$ cat src/ndie_pkg.sv
// package of shared constants for the nth decimal integer extractor
`timescale 1ns / 1ps
`default_nettype none

package ndie_pkg;

   // character codes
   localparam logic [7:0] CHAR_ZERO      = 8'd48;
   localparam logic [7:0] CHAR_NINE      = 8'd57;
   localparam logic [7:0] CHAR_SPACE     = 8'h20;
   localparam logic [7:0] CHAR_COMMA     = 8'h2C;
   localparam logic [7:0] CHAR_SEMICOLON = 8'h3B;
   localparam logic [7:0] CHAR_MINUS     = 8'h2D;

   // scan phase codes
   localparam logic [1:0] PHASE_SEARCHING    = 2'd0;
   localparam logic [1:0] PHASE_ACCUMULATING = 2'd1;
   localparam logic [1:0] PHASE_DONE         = 2'd2;

   // field widths
   localparam int unsigned INDEX_WIDTH  = 16;
   localparam int unsigned STARTS_WIDTH = INDEX_WIDTH + 1;
   localparam int unsigned VALUE_WIDTH  = 32;

   localparam logic [STARTS_WIDTH-1:0] STARTS_MAX = {STARTS_WIDTH{1'b1}};

endpackage

`default_nettype wire

$ cat src/nth_decimal_integer_extractor.sv
// nth decimal integer extractor: top level with scan state and result register
`timescale 1ns / 1ps
`default_nettype none

// Scans a text string one byte per request and, on the request flagged
// last_byte, returns the integer numbered csr_target_index (from 0) among the
// decimal integers in the string, with a found flag; the value is 0 if the
// integer is absent. An integer starts at a digit that is first in the
// string, follows a space, comma or semicolon, or follows a minus that is
// itself first or follows such a delimiter; that minus makes it negative.
// Digits accumulate until the first non-digit, wrapping at 32 bits. One
// request is taken every cycle unless a held response is not being taken:
// the scan state updates in the cycle of acceptance and the result of a
// final byte is loaded into the response register, which shows it in the
// cycle after its request and drains while the next request is taken. The
// user must write the target index through the csr port only while the
// block is idle; the block does not enforce this. The index is kept across
// strings. Scan state is cleared by reset and after every final byte.
module nth_decimal_integer_extractor (
   input  wire                clock,
   input  wire                reset,
   // configuration write
   input  wire                csr_valid,
   output logic               csr_ready,
   input  wire  [15:0]        csr_target_index,
   // text byte requests
   input  wire                req_valid,
   output logic               req_ready,
   input  wire  [7:0]         req_text_byte,
   input  wire                req_last_byte,
   // results
   output logic               rsp_valid,
   input  wire                rsp_ready,
   output logic signed [31:0] rsp_int_value,
   output logic               rsp_found
);

   localparam int unsigned SW = ndie_pkg::STARTS_WIDTH;
   localparam int unsigned VW = ndie_pkg::VALUE_WIDTH;

   // configuration
   logic [ndie_pkg::INDEX_WIDTH-1:0] target_index_ff;

   // scan state
   logic [1:0]    char_position_ff, char_position_in;
   logic          prev_delim_ff, prev_delim_in;
   logic          prev_minus_ff, prev_minus_in;
   logic          prevprev_delim_ff, prevprev_delim_in;
   logic [SW-1:0] starts_seen_ff, starts_seen_in;
   logic [1:0]    phase_ff, phase_in;
   logic [VW-1:0] acc_ff, acc_in;
   logic          negative_ff, negative_in;

   // response register
   logic          rsp_valid_ff, rsp_valid_in;
   logic [VW-1:0] rsp_value_ff, rsp_value_in;
   logic          rsp_found_ff, rsp_found_in;

   // byte classification
   logic          req_fire;
   logic          is_digit;
   logic          is_delim;
   logic          is_minus;
   logic          is_start;
   logic [VW-1:0] digit_value;
   logic [VW-1:0] acc_times_ten;
   logic          next_found;

   assign csr_ready = 1'b1;

   // a request is taken whenever the response slot is free or draining
   assign req_ready = !rsp_valid_ff || rsp_ready;
   assign req_fire  = req_valid && req_ready;

   assign is_digit = (req_text_byte >= ndie_pkg::CHAR_ZERO) &&
                     (req_text_byte <= ndie_pkg::CHAR_NINE);
   assign is_delim = (req_text_byte == ndie_pkg::CHAR_SPACE) ||
                     (req_text_byte == ndie_pkg::CHAR_COMMA) ||
                     (req_text_byte == ndie_pkg::CHAR_SEMICOLON);
   assign is_minus = (req_text_byte == ndie_pkg::CHAR_MINUS);

   // digits 0x30..0x39 carry their value in the low nibble
   assign digit_value = {{(VW-4){1'b0}}, req_text_byte[3:0]};

   // start of an integer: first byte, after a delimiter, or after a minus
   // that is itself first or follows a delimiter
   assign is_start = is_digit &&
                     ((char_position_ff == 2'd0) || prev_delim_ff ||
                      (prev_minus_ff && ((char_position_ff == 2'd1) || prevprev_delim_ff)));

   // times ten as two shifts and an add
   assign acc_times_ten = (acc_ff << 3) + (acc_ff << 1);

   always_comb begin
      phase_in    = phase_ff;
      acc_in      = acc_ff;
      negative_in = negative_ff;

      unique case (phase_ff)
         ndie_pkg::PHASE_ACCUMULATING: begin
            if (is_digit) begin
               acc_in = acc_times_ten + digit_value;
            end else begin
               phase_in = ndie_pkg::PHASE_DONE;
            end
         end
         ndie_pkg::PHASE_SEARCHING: begin
            if (is_start && (starts_seen_ff == {1'b0, target_index_ff})) begin
               phase_in    = ndie_pkg::PHASE_ACCUMULATING;
               acc_in      = digit_value;
               negative_in = prev_minus_ff;
            end
         end
         default: begin
            // done: value already settled
         end
      endcase

      starts_seen_in = starts_seen_ff;
      if (is_start && (starts_seen_ff != ndie_pkg::STARTS_MAX)) begin
         starts_seen_in = starts_seen_ff + 1'b1;
      end

      prevprev_delim_in = prev_delim_ff;
      prev_delim_in     = is_delim;
      prev_minus_in     = is_minus;
      char_position_in  = (char_position_ff == 2'd2) ? char_position_ff
                                                     : char_position_ff + 2'd1;

      // result of a final byte
      next_found   = (phase_in != ndie_pkg::PHASE_SEARCHING);
      rsp_found_in = next_found;
      if (!next_found) begin
         rsp_value_in = '0;
      end else if (negative_in) begin
         rsp_value_in = '0 - acc_in;
      end else begin
         rsp_value_in = acc_in;
      end

      // response slot: loaded by a final byte, freed when taken
      priority if (req_fire && req_last_byte) begin
         rsp_valid_in = 1'b1;
      end else if (rsp_ready) begin
         rsp_valid_in = 1'b0;
      end else begin
         rsp_valid_in = rsp_valid_ff;
      end
   end

   // control and scan state
   always_ff @(posedge clock) begin
      if (reset) begin
         target_index_ff   <= '0;
         char_position_ff  <= 2'd0;
         prev_delim_ff     <= 1'b0;
         prev_minus_ff     <= 1'b0;
         prevprev_delim_ff <= 1'b0;
         starts_seen_ff    <= '0;
         phase_ff          <= ndie_pkg::PHASE_SEARCHING;
         acc_ff            <= '0;
         negative_ff       <= 1'b0;
         rsp_valid_ff      <= 1'b0;
      end else begin
         if (csr_valid && csr_ready) begin
            target_index_ff <= csr_target_index;
         end
         rsp_valid_ff <= rsp_valid_in;
         if (req_fire) begin
            if (req_last_byte) begin
               // string ends: clear for the next one
               char_position_ff  <= 2'd0;
               prev_delim_ff     <= 1'b0;
               prev_minus_ff     <= 1'b0;
               prevprev_delim_ff <= 1'b0;
               starts_seen_ff    <= '0;
               phase_ff          <= ndie_pkg::PHASE_SEARCHING;
               acc_ff            <= '0;
               negative_ff       <= 1'b0;
            end else begin
               char_position_ff  <= char_position_in;
               prev_delim_ff     <= prev_delim_in;
               prev_minus_ff     <= prev_minus_in;
               prevprev_delim_ff <= prevprev_delim_in;
               starts_seen_ff    <= starts_seen_in;
               phase_ff          <= phase_in;
               acc_ff            <= acc_in;
               negative_ff       <= negative_in;
            end
         end
      end
   end

   // response payload
   always_ff @(posedge clock) begin
      if (req_fire && req_last_byte) begin
         rsp_value_ff <= rsp_value_in;
         rsp_found_ff <= rsp_found_in;
      end
   end

   assign rsp_valid     = rsp_valid_ff;
   assign rsp_int_value = rsp_value_ff;
   assign rsp_found     = rsp_found_ff;

endmodule

`default_nettype wire
$ cat config.mk
export PLATFORM = sky130hd
export DESIGN_NAME = nth_decimal_integer_extractor
export DESIGN_NICKNAME = d
export VERILOG_FILES = /design/src/ndie_pkg.sv /design/src/nth_decimal_integer_extractor.sv
export SDC_FILE = /design/constraint.sdc
export NUM_CORES = 1
export LEC_CHECK = 0
export BUFFER_PORTS_ARGS = -buffer_cell sky130_fd_sc_hd__buf_2
export CORE_MARGIN = 2
export CORE_UTILIZATION = 40
export DETAILED_ROUTE_END_ITERATION = 7
export GPL_TIMING_DRIVEN = 1
export PLACE_DENSITY = 0.68
export REMOVE_ABC_BUFFERS = 1
export SYNTH_ARGS = -nofsm -noshare
export SYNTH_HDL_FRONTEND = slang
export SYNTH_SLANG_ARGS = --single-unit
$ cat constraint.sdc
create_clock -name clock -period 4.4 [get_ports clock]
set_input_delay 0.44 -clock clock [delete_from_list [all_inputs] [get_ports clock]]
set_output_delay 0.44 -clock clock [all_outputs]
set_load 0.02 [all_outputs]
==> flow_summary_export.csv, run 1 <==
group,metric,value,unit
flow_run,maxCapViolCount,0,
logic_synthesis,syn_avg_cell_area,8.47,µm²
logic_synthesis,netlist.top_cell.by_area,"dfxtp_1",
route,wl,21.5,mm
place,placed_cells_incl_taps,1221,
floorplanning,die_area,20300,µm²
sta,fin_crit,4.18,ns
floorplanning,core,18800,µm²
place,place_ws,-0.108,ns
clocking,cts_buffers,9,
logic_synthesis,synth_top_area_share,19.3,%
logic_synthesis,synth_area_leaders,"dfxtp_1, edfxtp_1, ha_1, nor2_1, a21oi_1",
critical_path,crit_path_end_kind,"flop",
pwr,p_leak,0.00370,µW
pwr,irDropWorstVdd,186,µV
layout,finalNetCount,1094,
place,io_buffer_count,64,
sta,worst_pin_slew,0.657,ns
place,place_congestion,0.937,
layout,fin_area,8870,µm²
place,place_area,8530,µm²
layout,diodes,0,
layout,fin_util,47.2,%
logic_synthesis,synth-edff-count,33,
logic_synthesis,yosysWarningCount,0,
logic_synthesis,synth_commonest_cells,"nor2_1, dfxtp_1, a21oi_1, ha_1, nand2_1",
logic_synthesis,synth-xor-area-share,8.45,%
route,dr.pass1.iters,5,
logic_synthesis,syn-cell-area,7670,µm²
floorplanning,die_w,142,µm
route,drc,0,
sta,maxSlewHeadroom,56.2,%
global_route,grt-ovfl-total,0,
logic_synthesis,synthSimpleGateAreaFrac,19.7,%
sta,grt_setup_unrepaired,"false",
route,avgViaCountPerCell,5.81,
floorplanning,pin_count,66,
critical_path,startpoint_type,"flop",
critical_path,crit_type,"flop to flop",
clocking,cts.htree.levels,3,
clocking,cts_tree,"built",
global_route,grt_max_degree,34,
place,hpwl,16.1,mm
sta,final_max_slew_viol_count,0,
logic_synthesis,ys_ff_latch,107,
route,drt_iter0_drc,454,
sta,post-route-period-util,95.0,%
route,drt-wirelength-per-cell,17.4,µm
critical_path,required,4.50,ns
clocking,clock-root-buffer,"clkbuf_16",
sta,skew,0.0107,ns
sta,setup_viol,0,
global_route,grt_pass1_vias,6815,
logic_synthesis,synth_compound_area_share,21.4,%
critical_path,cp_max_fo,7,
logic_synthesis,muxShareOfSynthArea,3.44,%
global_route,antenna_found_initial,3,
route,num_vias,7188,
clocking,cts_setup_buffers,0,
critical_path,worstPathArrival,4.28,ns
clocking,path_clk_slew,0.07,ns
logic_synthesis,synthCells,905,
pwr,pwr_density_cell,228,nW/µm²
sta,hold_violations,0,
logic_synthesis,synth.distinct_cells,79,
sta,fmax,239,MHz
status,status,"complete, no violations",
clocking,clk_path_buf_depth,2,
clocking,cts_sinks,107,
layout,area_growth,15.6,%
logic_synthesis,synth_flop_cell,"dfxtp_1",
layout,final-instance-count-excl-fill,1237,
clocking,clk_latency,0.36,ns
logic_synthesis,async_flop_share,0,%
logic_synthesis,ys_seq_area_share,32.2,%
floorplanning,die_y,142,µm
logic_synthesis,synth_top_family_by_area,"compound AO/OA/AOI/OAI gates",
global_route,grt_pass1_wl,34.7,mm
floorplanning,rows,50,
global_route,grt_usage,21.4,%
layout,layout-drive-gt1-share,17.5,%
route,ant_nets,0,
sta,setup_slack,0.218,ns
logic_synthesis,yosysMostFrequentCell,"nor2_1",
pwr,p_total,2020,µW
hold_path,min_path_type,"input pin to flop",
floorplanning,start_util,40.9,%
logic_synthesis,yosys.area_share.adder,11.0,%
[worst paths after layout]
kind	start	to	slack (ns)	cells after the start
setup / recovery	acc_ff[7]	rsp_int_value[31]	0.22	13
setup reg to reg	acc_ff[7]	rsp_int_value[31]	0.22	13
hold reg to reg	prevprev_delim_ff	prevprev_delim_ff	0.46	2
hold / removal	csr_target_index[1]	target_index_ff[1]	0.32	3
[power by group]
part | internal, µW | switching (µW)
clock network | 430 | 398
registers | 1030 | 9.94
logic | 48.6 | 98.0
[metal layers]
metal	up-vias	part of all wire [%]	global-route usage [%]
met5	-	0.079	0
met4	4	2.8	7.40
met3	48	6.5	4.41
met2	266	46	35.8
met1	3375	44	27.5
li1	3495	-	-
[cells in the final DEF (no fill, tap or decap), drive strengths merged, types with 14 or more instances in the layout]
cell type,instances
a21oi,74
a22oi,33
buf,123
dfxtp,74
edfxtp,33
ha,64
inv,27
mux2i,23
nand2,57
nand3,27
nand4,14
nor2,141
nor3,15
o21ai,49
xnor2,39
xor2,35
[critical path: stages, from the launching register on]
cell and delay (ns):
dfxtp_1 0.49, ha_1 0.30, ha_1 0.38, a21oi_1 0.31
a21bo_2 0.31, nand3_1 0.13, and4_2 0.24, o32ai_2 0.10
a2111o_1 0.43, or3_4 0.40, or3_4 0.41, o41ai_2 0.23
xnor2_1 0.15, nor2_1 0.05
[cells by family (layout without fill, tap and decap cells)]
group / after synthesis / after routing
multiplexers: 26 / 26
adder cells (fa/ha/maj): 66 / 66
XOR/XNOR: 74 / 74
flip-flops: 107 / 107
AND/OR/NAND/NOR: 318 / 318
AO/OA/AOI/OAI: 248 / 248
buffers and inverters: 65 / 163
other: 1 / 1
[timing repair]
action,4_1_cts,5_1_grt
hold endpoints to repair,0,0
hold buffers,0,0
resized for setup,0,11
setup endpoints to repair,0,16
[per-stage QoR]
step | hold WS (ns) | setup TNS [ns]
4_1_cts | 0.310 | 0
3_5_place_dp | 0.448 | -0.551
3_3_place_gp | 0.444 | -0.142
6_report | 0.317 | 0
2_1_floorplan | 0.426 | -0.113
5_1_grt | 0.307 | 0
[state kept, by name (all words and copies together) (netlist names)]
signal             count
acc_ff                32
rsp_int_value         32
starts_seen_ff        17
target_index_ff       16
char_position_ff       2
phase_ff               2
negative_ff            1
prev_delim_ff          1
prev_minus_ff          1
prevprev_delim_ff      1
rsp_found              1
rsp_valid              1
[layout make-up]
| cell class | instances | area [µm²] |
|---|---|---|
| fillers | 1840 | 9900 |
| multi-input cells | 733 | 4940 |
| flip-flops and latches | 107 | 2470 |
| repair buffers | 123 | 763 |
| well taps | 234 | 293 |
| clock buffers | 10 | 250 |
| inverters | 24 | 90.1 |
| clock inverters | 6 | 56.3 |
Power figures use the tool's default switching activity.
==> run 2: changes to the inputs <==
- GPL_TIMING_DRIVEN: 1 -> 0
==> run 2 against run 1 <==
  * Maximum frequency decreased by 4.0%
  * Sequential share of layout area about the same
  * Critical path type unchanged
  * Die area unchanged
  * Power increased by 2.5%
  * Sequential cell count unchanged
  * Global-route usage decreased by 1.2 points
  * Worst hold slack got worse by 0.010 ns
  * Setup slack got worse by 0.17 ns
  * Clock power increased by 6.2%
  * Combinational power about the same
  * Non-clock buffer count decreased by 41
==> flow_summary_export.csv, run 2 (synthesis gave the netlist of run 1 again) <==
group,metric,value,unit
floorplanning,die_area,20300,µm²
layout,layout-drive-gt1-share,17.0,%
sta,fmax,230,MHz
critical_path,required,4.52,ns
floorplanning,die_w,142,µm
critical_path,crit_path_end_kind,"flop",
layout,diodes,0,
sta,skew,0.00948,ns
sta,maxSlewHeadroom,16.2,%
floorplanning,start_util,40.9,%
layout,layout_commonest_cell,"nor2_1",
sta,setup_viol,0,
critical_path,worstPathArrival,4.47,ns
critical_path,crit_type,"flop to flop",
flow_run,maxCapViolCount,0,
layout,finalNetCount,1053,
critical_path,cp_max_fo,5,
status,status,"complete, no violations",
floorplanning,rows,50,
global_route,grt_max_degree,61,
clocking,cts_sinks,107,
layout,area_growth,15.8,%
sta,hold_violations,0,
clocking,cts_tree,"built",
global_route,grt-ovfl-total,0,
hold_path,min_path_type,"input pin to flop",
route,drt_iter0_drc,550,
critical_path,startpoint_type,"flop",
layout,most-common-layout-cells,"nor2_1, dfxtp_1, a21oi_1, buf_2, ha_1",
critical_path,cp_slowest_stage_delay,0.52,ns
pwr,pwr_density_cell,233,nW/µm²
route,wl,20.9,mm
clocking,clk_path_buf_depth,2,
route,num_vias,6977,
global_route,antenna_found_initial,0,
sta,fin_crit,4.36,ns
clocking,path_clk_slew,0.07,ns
global_route,grt_pass1_vias,6326,
sta,post-route-period-util,99.0,%
pwr,p_leak,0.00359,µW
pwr,irDropWorstVdd,218,µV
floorplanning,core,18800,µm²
critical_path,slowest_stage,"fa_1",
route,ant_nets,0,
place,place_congestion,0.876,
sta,grt_setup_unrepaired,"true",
sta,finalSetupTns,0,ns
critical_path,worstPathCellList,"inv_4 -> fa_1 -> inv_2 -> fa_2 -> a211oi_4 -> o21ai_4 -> a21o_1 -> a211oi_2 -> o32ai_4 -> nor4_2 -> nand4_1 -> or3_4 -> o41ai_4 -> xnor2_1 -> nor2_1",
route,drc,0,
route,avgViaCountPerCell,5.83,
sta,worst_pin_slew,1.26,ns
clocking,cts_buffers,9,
floorplanning,die_y,142,µm
pwr,p_total,2070,µW
floorplanning,pin_count,66,
clocking,clock-root-buffer,"clkbuf_16",
clocking,cts.htree.levels,3,
sta,final_max_slew_viol_count,0,
global_route,grt_usage,20.3,%
place,hpwl,14.8,mm
route,dr.pass1.iters,5,
route,drt-wirelength-per-cell,17.4,µm
global_route,grt_pass1_wl,32.6,mm
clocking,clk_latency,0.37,ns
place,io_buffer_count,64,
run 2: changes by cell type in the layout (fill, tap and decap cells not counted), sizes merged:
cell,before,now
inv,27,26
bufinv,0,1
buf,123,82
run 2: worst max-delay path: cells and delay by family, from the launching register on:
family | cells | cell delay [ns]
AO/OA/AOI/OAI | 6 | 1.47
XOR/XNOR | 1 | 0.15
adder cells (fa/ha/maj) | 2 | 0.92
buffers and inverters | 2 | 0.11
flip-flops | 1 | 0.39
AND/OR/NAND/NOR | 4 | 1.05
run 2: power by group:
group	total, µW	internal [µW]	switching, µW	leakage (µW)
logic	147	47.5	99.6	0.00251
clock network	879	483	396	0.000162
registers	1040	1030	9.97	0.000922
total	2070	1560	506	0.00359
run 2: metal layers:
| layer | part of all wire, % | vias to the layer above | track usage [%] |
|---|---|---|---|
| met4 | 2.9 | 0 | 7.61 |
| met5 | 0 | - | 0 |
| met3 | 5.2 | 47 | 4.24 |
| met2 | 47 | 204 | 32.6 |
| met1 | 45 | 3325 | 26.7 |
| li1 | - | 3401 | - |
run 2: final cells by class:
cell class	instances	area (µm²)
clock buffer	10	250
inverter	24	92.6
timing repair buffer	82	507
sequential	107	2480
tap	234	293
clock inverter	6	68.8
fill	1834	9890
multi-input combinational	733	5190
run 2: final timing paths:
kind         cells after the start  slack, ns                start                  to
max                             15       0.04            acc_ff[2]   rsp_int_value[31]
min reg2reg                      2       0.46    prevprev_delim_ff   prevprev_delim_ff
min                              3       0.31  csr_target_index[2]  target_index_ff[2]
max reg2reg                     15       0.04            acc_ff[2]   rsp_int_value[31]
run 2: through the flow:
step | setup WS, ns | cell area [µm²] | hold slack (ns) | std cells | utilization (%)
3_3_place_gp | -0.706 | 8080 | 0.442 | 1162 | 43.0
5_1_grt | -0.155 | 8880 | 0.317 | 1196 | 47.3
6_report | 0.0442 | 8880 | 0.306 | 1196 | 47.3
4_1_cts | 0.00273 | 8540 | 0.305 | 1184 | 45.5
3_5_place_dp | -0.618 | 8150 | 0.450 | 1165 | 43.4
2_1_floorplan | -0.0722 | 7470 | 0.426 | 864 | -
run 2: repair_timing:
item / in CTS / in global routing
pin swaps: 4 / 29
hold buffers: 0 / 0
endpoints found under the setup margin: 16 / 15
setup buffers: 3 / 11
gates resized for setup: 11 / 42
==> run 3: changes to the inputs <==
- PLACE_DENSITY: 0.68 -> 0.66
- clock period: 4.4 -> 5.6 ns (I/O delays scaled with it)
==> run 3 against run 2 <==
  * Maximum frequency decreased by 11%
  * Cell count down 1.1%
  * Largest cell class unchanged
  * Wire length decreased by 3.7%
  * Critical path type unchanged
  * Critical endpoint unchanged
  * Clock power fell by 27%
  * Highest routed layer unchanged
  * Sequential power down 21%
==> flow_summary_export.csv, run 3 (synthesis gave the netlist of run 1 again) <==
group,metric,value,unit
global_route,grt_pass1_vias,6359,
place,place_congestion,0.897,
sta,hold_violations,0,
sta,post-route-period-util,87.0,%
floorplanning,pin_count,66,
clocking,cts_tree,"built",
status,status,"complete, no violations",
critical_path,worstPathArrival,5.00,ns
critical_path,crit_type,"flop to flop",
sta,skew,0.0160,ns
global_route,grt_pass1_wl,32.2,mm
global_route,grt_usage,20.1,%
clocking,clk_path_buf_depth,2,
clocking,cts.htree.levels,3,
clocking,clock-root-buffer,"clkbuf_16",
floorplanning,core,18800,µm²
sta,setup_viol,0,
sta,final_max_slew_viol_count,0,
clocking,cts_setup_buffers,0,
hold_path,min_path_type,"input pin to flop",
pwr,pwr_density_cell,186,nW/µm²
layout,layout_commonest_cell,"nor2_1",
clocking,cts_sinks,107,
floorplanning,die_y,142,µm
critical_path,cp_max_fo,5,
sta,maxSlewHeadroom,9.52,%
critical_path,crit_path_end_kind,"flop",
route,dr.pass1.iters,6,
floorplanning,start_util,40.9,%
global_route,antenna_found_initial,0,
sta,worst_pin_slew,1.36,ns
clocking,ctsHoldBuffers,0,
layout,finalNetCount,1040,
critical_path,reg2reg_from,"acc_ff[2]",
place,io_buffer_count,64,
route,wl,20.1,mm
sta,fmax,205,MHz
global_route,grt_busiest_layer,"met2",
floorplanning,die_area,20300,µm²
layout,area_growth,10.8,%
global_route,grt_max_degree,61,
layout,most-common-layout-cells,"nor2_1, dfxtp_1, a21oi_1, ha_1, buf_2",
clocking,path_clk_slew,0.08,ns
flow_run,maxCapViolCount,0,
sta,hold_slack,0.423,ns
route,drc,0,
global_route,met1_usage,26.1,%
pwr,p_total,1580,µW
sta,fin_crit,4.87,ns
route,drt-wirelength-per-cell,17.0,µm
pwr,irDropWorstVdd,158,µV
clocking,cts_buffers,9,
critical_path,critPathLaunch,"acc_ff[2]",
pwr,p_leak,0.00345,µW
floorplanning,die_w,142,µm
layout,nFillCells,1865,
sta,grt_setup_unrepaired,"false",
route,ant_nets,0,
clocking,cts_resized,0,
layout,diodes,0,
hold_path,hold_start,"csr_target_index[6]",
place,hpwl,14.8,mm
critical_path,startpoint_type,"flop",
floorplanning,rows,50,
route,avgViaCountPerCell,5.77,
global_route,grt-ovfl-total,0,
layout,layout-drive-gt1-share,12.3,%
route,num_vias,6827,
sta,finalSetupTns,0,ns
route,drt_iter0_drc,498,
critical_path,required,5.72,ns
clocking,clk_latency,0.37,ns
global_route,met3_usage,3.36,%
global_route,grtUsageMet2,33.9,%
-- run 3: worst paths after layout --
path                                            to  slack (ns)  cells after the start
worst max-delay path             rsp_int_value[31]        0.73                     15
worst max register to register   rsp_int_value[31]        0.73                     15
worst min register to register   prevprev_delim_ff        0.46                      2
worst min-delay path            target_index_ff[6]        0.42                      3
-- run 3: critical path: stages (launching register included) --
cell and delay (ns):
dfxtp_1 0.41, inv_1 0.09, fa_1 0.48, inv_1 0.07, fa_1 0.48, a211oi_1 0.36, o21ai_1 0.26, a211oi_2 0.43
or3_2 0.19, a21oi_1 0.10, a2111o_1 0.45, or3_4 0.44, or3_4 0.42, o41ai_2 0.23, xnor2_1 0.15, nor2_1 0.05
-- run 3: layout make-up --
class                   count  area (µm²)  share of cell area, %
multi-input cells         733        4910                   57.9
flip-flops and latches    107        2470                   29.1
repair buffers             69         429                   5.05
well taps                 234         293                   3.45
clock buffers               9         225                   2.65
inverters                  24        90.1                   1.06
clock inverters             7        67.6                  0.796
-- run 3: per-layer routing --
layer  up-vias  part of all wire (%)  wire, µm
met5         -                     0         0
met4         0                   2.6       531
met3        41                   4.5       909
met2       188                    47      9480
met1      3211                    46      9170
li1       3387                     -         -
-- run 3: through the flow --
step	instance area, µm²	std cells	utilization (%)	setup WS (ns)
final	8490	1183	45.2	0.726
after detailed placement	8170	1166	43.5	0.425
after CTS	8460	1182	45.1	0.787
after global placement	8080	1162	43.0	0.331
after global routing	8490	1183	45.2	0.497
after floorplan	7470	864	-	1.01
-- run 3: power breakdown --
| group | switching [µW] | total, µW | leakage, µW | internal [µW] |
|---|---|---|---|---|
| logic | 75.7 | 114 | 0.00238 | 38.3 |
| registers | 7.79 | 820 | 0.000921 | 812 |
| clock network | 329 | 643 | 0.000147 | 314 |
